### src/sv/sac_pkg.sv
// Shared types and constants for the segment allocator.
`default_nettype none
package sac_pkg;
	localparam logic [1:0] CMD_CREATE  = 2'd0;
	localparam logic [1:0] CMD_DESTROY = 2'd1;
	localparam logic [1:0] CMD_COMPACT = 2'd2;
	localparam logic [1:0] CMD_NONE    = 2'd3;

	localparam logic [1:0] ST_OK     = 2'd0;
	localparam logic [1:0] ST_NOHOLE = 2'd1;
	localparam logic [1:0] ST_FULL   = 2'd2;

	localparam logic [1:0] REG_BASE = 2'd0;
	localparam logic [1:0] REG_SIZE = 2'd1;
	localparam logic [1:0] REG_MODE = 2'd2;

	localparam logic FIT_BEST  = 1'b0;
	localparam logic FIT_WORST = 1'b1;

	localparam int ENTRY_W = 16 + 8 + 32 + 32;

	typedef struct packed {
		logic [15:0] owner;
		logic [7:0]  number;
		logic [31:0] address;
		logic [31:0] length;
	} entry_t;

	typedef enum logic [3:0] {
		S_IDLE,
		S_SCAN_RD,
		S_SCAN,
		S_DECIDE,
		S_SHIFT_RD,
		S_SHIFT_WR,
		S_INSERT,
		S_DEST_RD,
		S_DEST,
		S_COMP_RD,
		S_COMP,
		S_DONE
	} state_t;
endpackage
`default_nettype wire

### src/sv/segment_allocator_with_compaction.sv
// Top level: segment table allocator with best/worst fit and compaction.
//
// Usage:
//  - Command channel: drive cmd/program_id/request_size with start high; the
//    beat is taken when busy is low. busy stays high until the last result.
//  - Config channel: cfg_valid/cfg_ready with cfg_index/cfg_data; write only
//    while idle. Index 0 memory_base, 1 memory_size, 2 fit_mode.
//  - Results: one beat per strobe cycle; last marks the final beat. The
//    receiver cannot stall, so there is no backpressure.
// Operation: the table lives in one RAM with a registered read, walked one
// entry per cycle. Create scans the table for a hole, decides, walks forward
// to find the insert slot, shifts the entries above it up to open it and
// writes the new entry; a create with no hole ends after the decide step, a
// create on a full table does not raise busy at all. Destroy and compact walk
// the table once (an empty table goes straight to the result); compact emits
// moves as found. The final result beat appears in the cycle in which busy
// drops.
// Reset: valid count goes to zero; RAM contents are never read until written,
// so no clearing pass is needed. Config resets to base 0, size 1 MiB, mode 0.
// Code 3 produces no result and leaves the table unchanged.
`default_nettype none
module segment_allocator_with_compaction
	import sac_pkg::*;
#(
	parameter int SEGMENTS = 16
) (
	input  wire logic        clk,
	input  wire logic        arst_n,
	input  wire logic        start,
	output logic             busy,
	input  wire logic [1:0]  cmd,
	input  wire logic [15:0] program_id,
	input  wire logic [31:0] request_size,
	input  wire logic        cfg_valid,
	output logic             cfg_ready,
	input  wire logic [1:0]  cfg_index,
	input  wire logic [31:0] cfg_data,
	output logic             strobe,
	output logic [1:0]       status,
	output logic [31:0]      phys_addr,
	output logic [7:0]       segment_number,
	output logic [31:0]      move_source,
	output logic [31:0]      move_length,
	output logic [31:0]      freed_bytes,
	output logic             last
);
	localparam int AW = (SEGMENTS > 1) ? $clog2(SEGMENTS) : 1;
	localparam int CW = $clog2(SEGMENTS + 1);
	localparam logic [CW-1:0] FULL = CW'(SEGMENTS);

	logic [31:0] base_q, size_q;
	logic        mode_q;

	state_t state_q, state_d;
	logic [CW-1:0] count_q, count_d, idx_q, idx_d, keep_q, keep_d, pos_q, pos_d;
	logic [1:0]  cmd_q;
	logic [15:0] pid_q;
	logic [31:0] req_q;
	logic [32:0] cursor_q, cursor_d;
	logic [32:0] best_addr_q, best_addr_d, best_len_q, best_len_d;
	logic        found_q, found_d;
	logic [7:0]  maxnum_q, maxnum_d;
	logic [32:0] freed_q, freed_d;

	logic        we;
	logic [AW-1:0] waddr, raddr;
	entry_t      wdata, rd;
	logic [ENTRY_W-1:0] rd_bits;

	sac_ram #(.WIDTH(ENTRY_W), .DEPTH(SEGMENTS)) u_ram (
		.clk, .we, .waddr, .wdata(wdata), .raddr, .rdata(rd_bits)
	);
	assign rd = entry_t'(rd_bits);

	// output register
	logic        strobe_d;
	logic [1:0]  status_d;
	logic [31:0] paddr_d, msrc_d, mlen_d, freed_out_d;
	logic [7:0]  snum_d;
	logic        last_d;

	assign cfg_ready = 1'b1;
	assign busy = (state_q != S_IDLE);

	always_ff @(posedge clk or negedge arst_n) begin
		if (!arst_n) begin
			base_q <= '0;
			size_q <= 32'd1048576;
			mode_q <= FIT_BEST;
		end else if (cfg_valid) begin
			unique case (cfg_index)
				REG_BASE: base_q <= cfg_data;
				REG_SIZE: size_q <= cfg_data;
				REG_MODE: mode_q <= cfg_data[0];
				default: ;
			endcase
		end
	end

	wire [32:0] mem_end = {1'b0, base_q} + {1'b0, size_q};
	wire [32:0] ent_end = {1'b0, rd.address} + {1'b0, rd.length};
	wire        at_tail = (idx_q == count_q);
	wire [32:0] stop = (!at_tail && {1'b0, rd.address} < mem_end) ?
		{1'b0, rd.address} : mem_end;
	wire [32:0] hole = stop - cursor_q;
	wire [32:0] req33 = {1'b0, req_q};

	always_comb begin
		state_d = state_q;
		count_d = count_q; idx_d = idx_q; keep_d = keep_q; pos_d = pos_q;
		cursor_d = cursor_q; best_addr_d = best_addr_q; best_len_d = best_len_q;
		found_d = found_q; maxnum_d = maxnum_q;
		freed_d = freed_q;
		we = 1'b0; waddr = '0; wdata = rd; raddr = '0;
		strobe_d = 1'b0; status_d = ST_OK; paddr_d = '0; snum_d = '0;
		msrc_d = '0; mlen_d = '0; freed_out_d = '0; last_d = 1'b0;
		unique case (state_q)
			S_IDLE: begin
				idx_d = '0; keep_d = '0;
				cursor_d = {1'b0, base_q};
				found_d = 1'b0; maxnum_d = '0; freed_d = '0;
				best_addr_d = '0; best_len_d = '0;
				if (start) begin
					case (cmd)
						CMD_CREATE: begin
							if (count_q >= FULL) begin
								strobe_d = 1'b1; status_d = ST_FULL; last_d = 1'b1;
							end else state_d = S_SCAN;
						end
						CMD_DESTROY: state_d = (count_q == '0) ? S_DONE : S_DEST;
						CMD_COMPACT: state_d = (count_q == '0) ? S_DONE : S_COMP;
						default: ;
					endcase
				end
			end
			// rd holds entry idx_q (read issued the previous cycle)
			S_SCAN: begin
				raddr = AW'(idx_q + 1'b1);
				if (stop > cursor_q) begin
					if (mode_q == FIT_BEST) begin
						if (hole >= req33 && (!found_q || hole < best_len_q)) begin
							found_d = 1'b1; best_addr_d = cursor_q; best_len_d = hole;
						end
					end else if (!found_q || hole > best_len_q) begin
						found_d = 1'b1; best_addr_d = cursor_q; best_len_d = hole;
					end
				end
				if (!at_tail) begin
					if (ent_end > cursor_q) cursor_d = ent_end;
					if (rd.owner == pid_q && rd.number > maxnum_q)
						maxnum_d = rd.number;
					idx_d = idx_q + 1'b1;
				end else state_d = S_DECIDE;
			end
			S_DECIDE: begin
				if (!found_q || best_len_q < req33) begin
					strobe_d = 1'b1; status_d = ST_NOHOLE; last_d = 1'b1;
					state_d = S_IDLE;
				end else begin
					idx_d = '0; state_d = S_SHIFT_RD; raddr = '0;
					pos_d = count_q;
				end
			end
			// find insert position, reading forward
			S_SHIFT_RD: begin
				raddr = AW'(idx_q + 1'b1);
				if (idx_q == count_q || {1'b0, rd.address} > best_addr_q) begin
					pos_d = idx_q; idx_d = count_q;
					raddr = AW'(count_q - 1'b1);
					state_d = (idx_q == count_q) ? S_INSERT : S_SHIFT_WR;
				end else idx_d = idx_q + 1'b1;
			end
			// rd = entry idx_q-1, move it up
			S_SHIFT_WR: begin
				we = 1'b1; waddr = AW'(idx_q); wdata = rd;
				idx_d = idx_q - 1'b1;
				raddr = AW'(idx_q - 2'd2);
				if (idx_q - 1'b1 == pos_q) state_d = S_INSERT;
			end
			S_INSERT: begin
				we = 1'b1; waddr = AW'(pos_q);
				wdata.owner = pid_q; wdata.number = maxnum_q + 8'd1;
				wdata.address = best_addr_q[31:0]; wdata.length = req_q;
				count_d = count_q + 1'b1;
				strobe_d = 1'b1; paddr_d = best_addr_q[31:0];
				snum_d = maxnum_q + 8'd1; last_d = 1'b1;
				state_d = S_IDLE;
			end
			S_DEST: begin
				raddr = AW'(idx_q + 1'b1);
				if (rd.owner != pid_q) begin
					we = 1'b1; waddr = AW'(keep_q); wdata = rd;
					keep_d = keep_q + 1'b1;
				end
				idx_d = idx_q + 1'b1;
				if (idx_q + 1'b1 == count_q) begin
					count_d = (rd.owner != pid_q) ? keep_q + 1'b1 : keep_q;
					state_d = S_DONE;
				end
			end
			S_COMP: begin
				raddr = AW'(idx_q + 1'b1);
				if ({1'b0, rd.address} > cursor_q) begin
					// bit 32 set means the total already passed 32 bits: hold it
					freed_d = freed_q[32] ? freed_q :
						freed_q + ({1'b0, rd.address} - cursor_q);
					strobe_d = 1'b1; paddr_d = cursor_q[31:0];
					msrc_d = rd.address; mlen_d = rd.length;
					we = 1'b1; waddr = AW'(idx_q);
					wdata.address = cursor_q[31:0];
					cursor_d = cursor_q + {1'b0, rd.length};
				end else cursor_d = ent_end;
				idx_d = idx_q + 1'b1;
				if (idx_q + 1'b1 == count_q) state_d = S_DONE;
			end
			S_DONE: begin
				strobe_d = 1'b1; last_d = 1'b1;
				if (cmd_q == CMD_COMPACT)
					freed_out_d = freed_q[32] ? 32'hFFFF_FFFF : freed_q[31:0];
				state_d = S_IDLE;
			end
			default: state_d = S_IDLE;
		endcase
	end

	always_ff @(posedge clk or negedge arst_n) begin
		if (!arst_n) begin
			state_q <= S_IDLE;
			count_q <= '0;
			strobe  <= 1'b0;
		end else begin
			state_q <= state_d;
			count_q <= count_d;
			strobe  <= strobe_d;
		end
	end

	always_ff @(posedge clk) begin
		idx_q <= idx_d; keep_q <= keep_d; pos_q <= pos_d;
		cursor_q <= cursor_d; best_addr_q <= best_addr_d; best_len_q <= best_len_d;
		found_q <= found_d; maxnum_q <= maxnum_d;
		freed_q <= freed_d;
		if (state_q == S_IDLE && start) begin
			cmd_q <= cmd; pid_q <= program_id; req_q <= request_size;
		end
		status <= status_d; phys_addr <= paddr_d; segment_number <= snum_d;
		move_source <= msrc_d; move_length <= mlen_d; freed_bytes <= freed_out_d;
		last <= last_d;
	end

	// Assertions
	a_count_bound: assert property (@(posedge clk) disable iff (!arst_n)
		count_q <= FULL) else $error("segment count above capacity");
	a_no_write_idle: assert property (@(posedge clk) disable iff (!arst_n)
		state_q == S_IDLE |-> !we) else $error("table write while idle");
	a_busy_ends_last: assert property (@(posedge clk) disable iff (!arst_n)
		(busy && state_d == S_IDLE) |=> (strobe && last))
		else $error("command finished without a last beat");
	a_grow_on_insert: assert property (@(posedge clk) disable iff (!arst_n)
		state_q == S_INSERT |=> count_q == $past(count_q) + 1'b1)
		else $error("insert did not grow the table");
endmodule
`default_nettype wire

### src/sv/sac_ram.sv
// Generic single-port-write, registered-read RAM.
`default_nettype none
module sac_ram #(
	parameter int WIDTH = 8,
	parameter int DEPTH = 16
) (
	input  wire logic                                        clk,
	input  wire logic                                        we,
	input  wire logic [((DEPTH > 1) ? $clog2(DEPTH) : 1)-1:0] waddr,
	input  wire logic [WIDTH-1:0]                            wdata,
	input  wire logic [((DEPTH > 1) ? $clog2(DEPTH) : 1)-1:0] raddr,
	output logic      [WIDTH-1:0]                            rdata
);
	logic [WIDTH-1:0] mem [DEPTH];
	always_ff @(posedge clk) begin
		if (we) mem[waddr] <= wdata;
		rdata <= mem[raddr];
	end
endmodule
`default_nettype wire

### config.mk
export PLATFORM = sky130hd
export DESIGN_NAME = segment_allocator_with_compaction
export DESIGN_NICKNAME = d
export VERILOG_FILES = /design/src/sv/sac_pkg.sv /design/src/sv/segment_allocator_with_compaction.sv /design/src/sv/sac_ram.sv
export SDC_FILE = /design/constraint.sdc
export NUM_CORES = 2
export LEC_CHECK = 0
export BUFFER_PORTS_ARGS = -buffer_cell sky130_fd_sc_hd__buf_4
export CAP_MARGIN = 25
export CORE_ASPECT_RATIO = 0.5
export CORE_UTILIZATION = 44
export CTS_BUF_LIST = sky130_fd_sc_hd__clkbuf_4
export CTS_CLUSTER_DIAMETER = 120
export DETAILED_ROUTE_END_ITERATION = 12
export SETUP_SLACK_MARGIN = 0.3
export SLEW_MARGIN = 15
export SYNTH_ARGS = -nofsm -noshare
export SYNTH_HDL_FRONTEND = slang
export SYNTH_HIERARCHICAL = 1
export SYNTH_SLANG_ARGS = --single-unit
### constraint.sdc
create_clock -name clk -period 12.5 [get_ports clk]
set_input_delay 0.625 -clock clk [delete_from_list [all_inputs] [get_ports clk]]
set_output_delay 0.625 -clock clk [all_outputs]
set_load 0.03 [all_outputs]
==> impl_metrics.csv <==
group,metric,value,unit
outcome,status,"finished clean",
critical_path,worstPathBufferInverterCount,2,
floorplanning,core_area,191000,um2
routing,drt_iter0_markers,6048,
critical_path,slowest_delay,0.77,ns
cells_and_area,drive_above_1_share,0.243,
cells_and_area,layout_common_cells,"edfxtp_1 (1614), clkbuf_4 (701), ha_1 (407)",
cells_and_area,fin_nets,6775,
cells_and_area,final_common_cell,"edfxtp_1",
clocking,clock-sinks,1916,
grt,grt_pass1_wl,363000,um
sta,slew_violations,0,
sta,fin_crit_sh,0.901,
routing,postRouteWirelength,252000,um
sta,finalCriticalPeriod,11.26,ns
sta,fin_skew,0.218,ns
routing,first_pass_iters,8,
synth,syn_inst,5518,
synth,synth_cell_types,95,
sta,rsz0062_at_grt,"false",
clocking,cts_max_level,5,
placed_design,gp_congestion,0.950,
critical_path,r2r_slack,1.24,ns
sta,tightest_slew,1.12,ns
grt,grt_max_degree,131,
grt,gr-usage-all-layers,0.255,
placed_design,hpwlAfterDp,159000,um
routing,via_per_inst,5.79,
synth,synth-edff-count,1614,
placed_design,io_buffers,228,
floorplanning,start_util,0.446,
routing,wl_per_cell,27.4,um
synth,ys_seq_area_frac,0.644,
routing,drc,0,
critical_path,path_class,"register to register",
cells_and_area,fill_cells,16087,
synth,netlist_area,85200,um2
cells_and_area,multi_input_area,28400,um2
sta,finalHoldViolCount,0,
worst_hold_path,hold_class,"input port to register",
synth,ys_ff_latch,1916,
critical_path,cp_data_required_time,13.24,ns
floorplanning,die_y,313,um
critical_path,crit_top_cell,"o21ai_0",
critical_path,path_max_fanout,67,
clocking,tritoncts,"built",
grt,antenna_found_initial,21,
synth,async_reset_ff_frac,0.0391,
synth,synth_nets,6049,
clocking,cts.clk_slew.worst_paths,0.08,ns
floorplanning,io_pins,230,
clocking,clock_path_buffers,4,
grt,grt-ovfl-total,0,
cells_and_area,area_growth,14.8,%
run,maxCapViolCount,0,
synth,ys_warn_count,6,
sta,slew_headroom,0.252,
cells_and_area,register_area,54900,um2
critical_path,critical-path-top-delay-family,"compound AO/OA/AOI/OAI gates",
critical_path,cp_slowest_cell,"buf_4",
routing,num_vias,53378,
sta,setup_viol_count_final,0,
critical_path,arrival,12.00,ns
floorplanning,die-area,195000,um2
clocking,ctsRootBufferMaster,"clkbuf_4",
critical_path,startpoint_type,"register",
synth,synthFlopType,"edfxtp_1",
routing,ant_nets,0,
sta,fmax,88.8,MHz
sta,setup_tns,0,ns
floorplanning,rows,113,
clocking,numCtsBuffers,431,
floorplanning,die_w,624,um
synth,synth_area_per_cell,15.4,um2
critical_path,cp-end-kind,"register",
grt,grt_pass1_vias,53938,
clocking,clkLatencyLatePin,1.33,ns
-- per-stage QoR --
| step | cells | setup WS (ns) | instance area (um2) | hold slack, ns | utilization |
|---|---|---|---|---|---|
| detailed placement | 8281 | 1.48 | 90600 | 0.500 | 0.474 |
| CTS | 9196 | 1.33 | 97700 | 0.00128 | 0.511 |
| floorplan | 5518 | 1.22 | 85200 | 0.329 | - |
| global route | 9206 | 0.595 | 97800 | 0.0532 | 0.512 |
| finish | 9213 | 1.24 | 97800 | 0.139 | 0.512 |
| global placement | 8275 | 1.60 | 90600 | 0.490 | 0.474 |
-- Yosys cell counts (74+ instances only) --
master    number  area share
dfrtp_1       74       0.022
and3_1        74      0.0054
edfxtp_1    1614        0.57
xor2_1        96      0.0099
o21ai_0      182       0.011
nor2_1       226       0.010
ha_1         407       0.060
a21o_1       173       0.015
mux4_2       352       0.093
nand2_1      323       0.014
clkbuf_1     115      0.0051
dfxtp_1      227       0.053
inv_1        319       0.014
a22oi_1      188       0.017
xnor2_1       89      0.0092
a21oi_1      191       0.011
-- worst paths after layout --
| path | to | depth (start not counted) | from |
|---|---|---|---|
| min | pid_q[6] | 2 | program_id[6] |
| max reg2reg | best_addr_q[25] | 42 | base_q[0] |
| min in group asynchronous | count_q[0] | 4 | arst_n |
| min reg2reg | size_q[11] | 1 | size_q[11] |
| max in group asynchronous | base_q[11] | 4 | arst_n |
| max | best_addr_q[25] | 42 | base_q[0] |
-- metal layers --
| layer | global-route usage | up-vias | wire [um] |
|---|---|---|---|
| met5 | 0 | - | 10 |
| met4 | 0.0813 | 2 | 7150 |
| met3 | 0.0534 | 358 | 23700 |
| met2 | 0.382 | 2554 | 111000 |
| met1 | 0.375 | 27234 | 110000 |
| li1 | - | 23230 | - |
-- registers in the layout (all words and copies together), names as in the netlist, 2 cells and up --
name and count:
req_q 32, count_q 5, best_addr_q 33, u_ram/rdata 88, move_length 32, size_q 32
pos_q 5, freed_bytes 32, u_ram/mem 1408, maxnum_q 8, idx_q 5, keep_q 5
segment_number 8, status 2, cmd_q 2, phys_addr 32, cursor_q 33, base_q 32
freed_q 33, state_q 4, move_source 32, pid_q 16, best_len_q 33
-- cell type report --
cell class | count | share of cell area
well taps | 2587 | 0.0331
multi-input cells | 3079 | 0.290
flip-flops and latches | 1916 | 0.561
diodes | 12 | 0.000307
clock buffers | 701 | 0.0538
inverters | 319 | 0.0122
clock inverters | 102 | 0.00691
repair buffers | 497 | 0.0422
-- logic make-up after synthesis --
family                     count (synthesis)  share of synthesized area
xor gates and xnor gates                 185                     0.0190
adders and majority gates                443                     0.0683
DFF                                     1916                      0.644
AOI/OAI and AO/OA                       1027                     0.0819
buffers and inverters                    523                     0.0254
other                                      1                  0.0000440
and+or+nand+nor                          964                     0.0543
muxes                                    459                      0.107
-- timing repair --
| item | CTS | global route |
|---|---|---|
| hold buffers | 112 | 0 |
| resized for setup | 0 | 0 |
| buffers inserted | 0 | 0 |
| endpoints found under the hold margin | 193 | 0 |
Power is not shown: default switching activity piles up to over one toggle a cycle in this logic, so the estimate is an artifact.
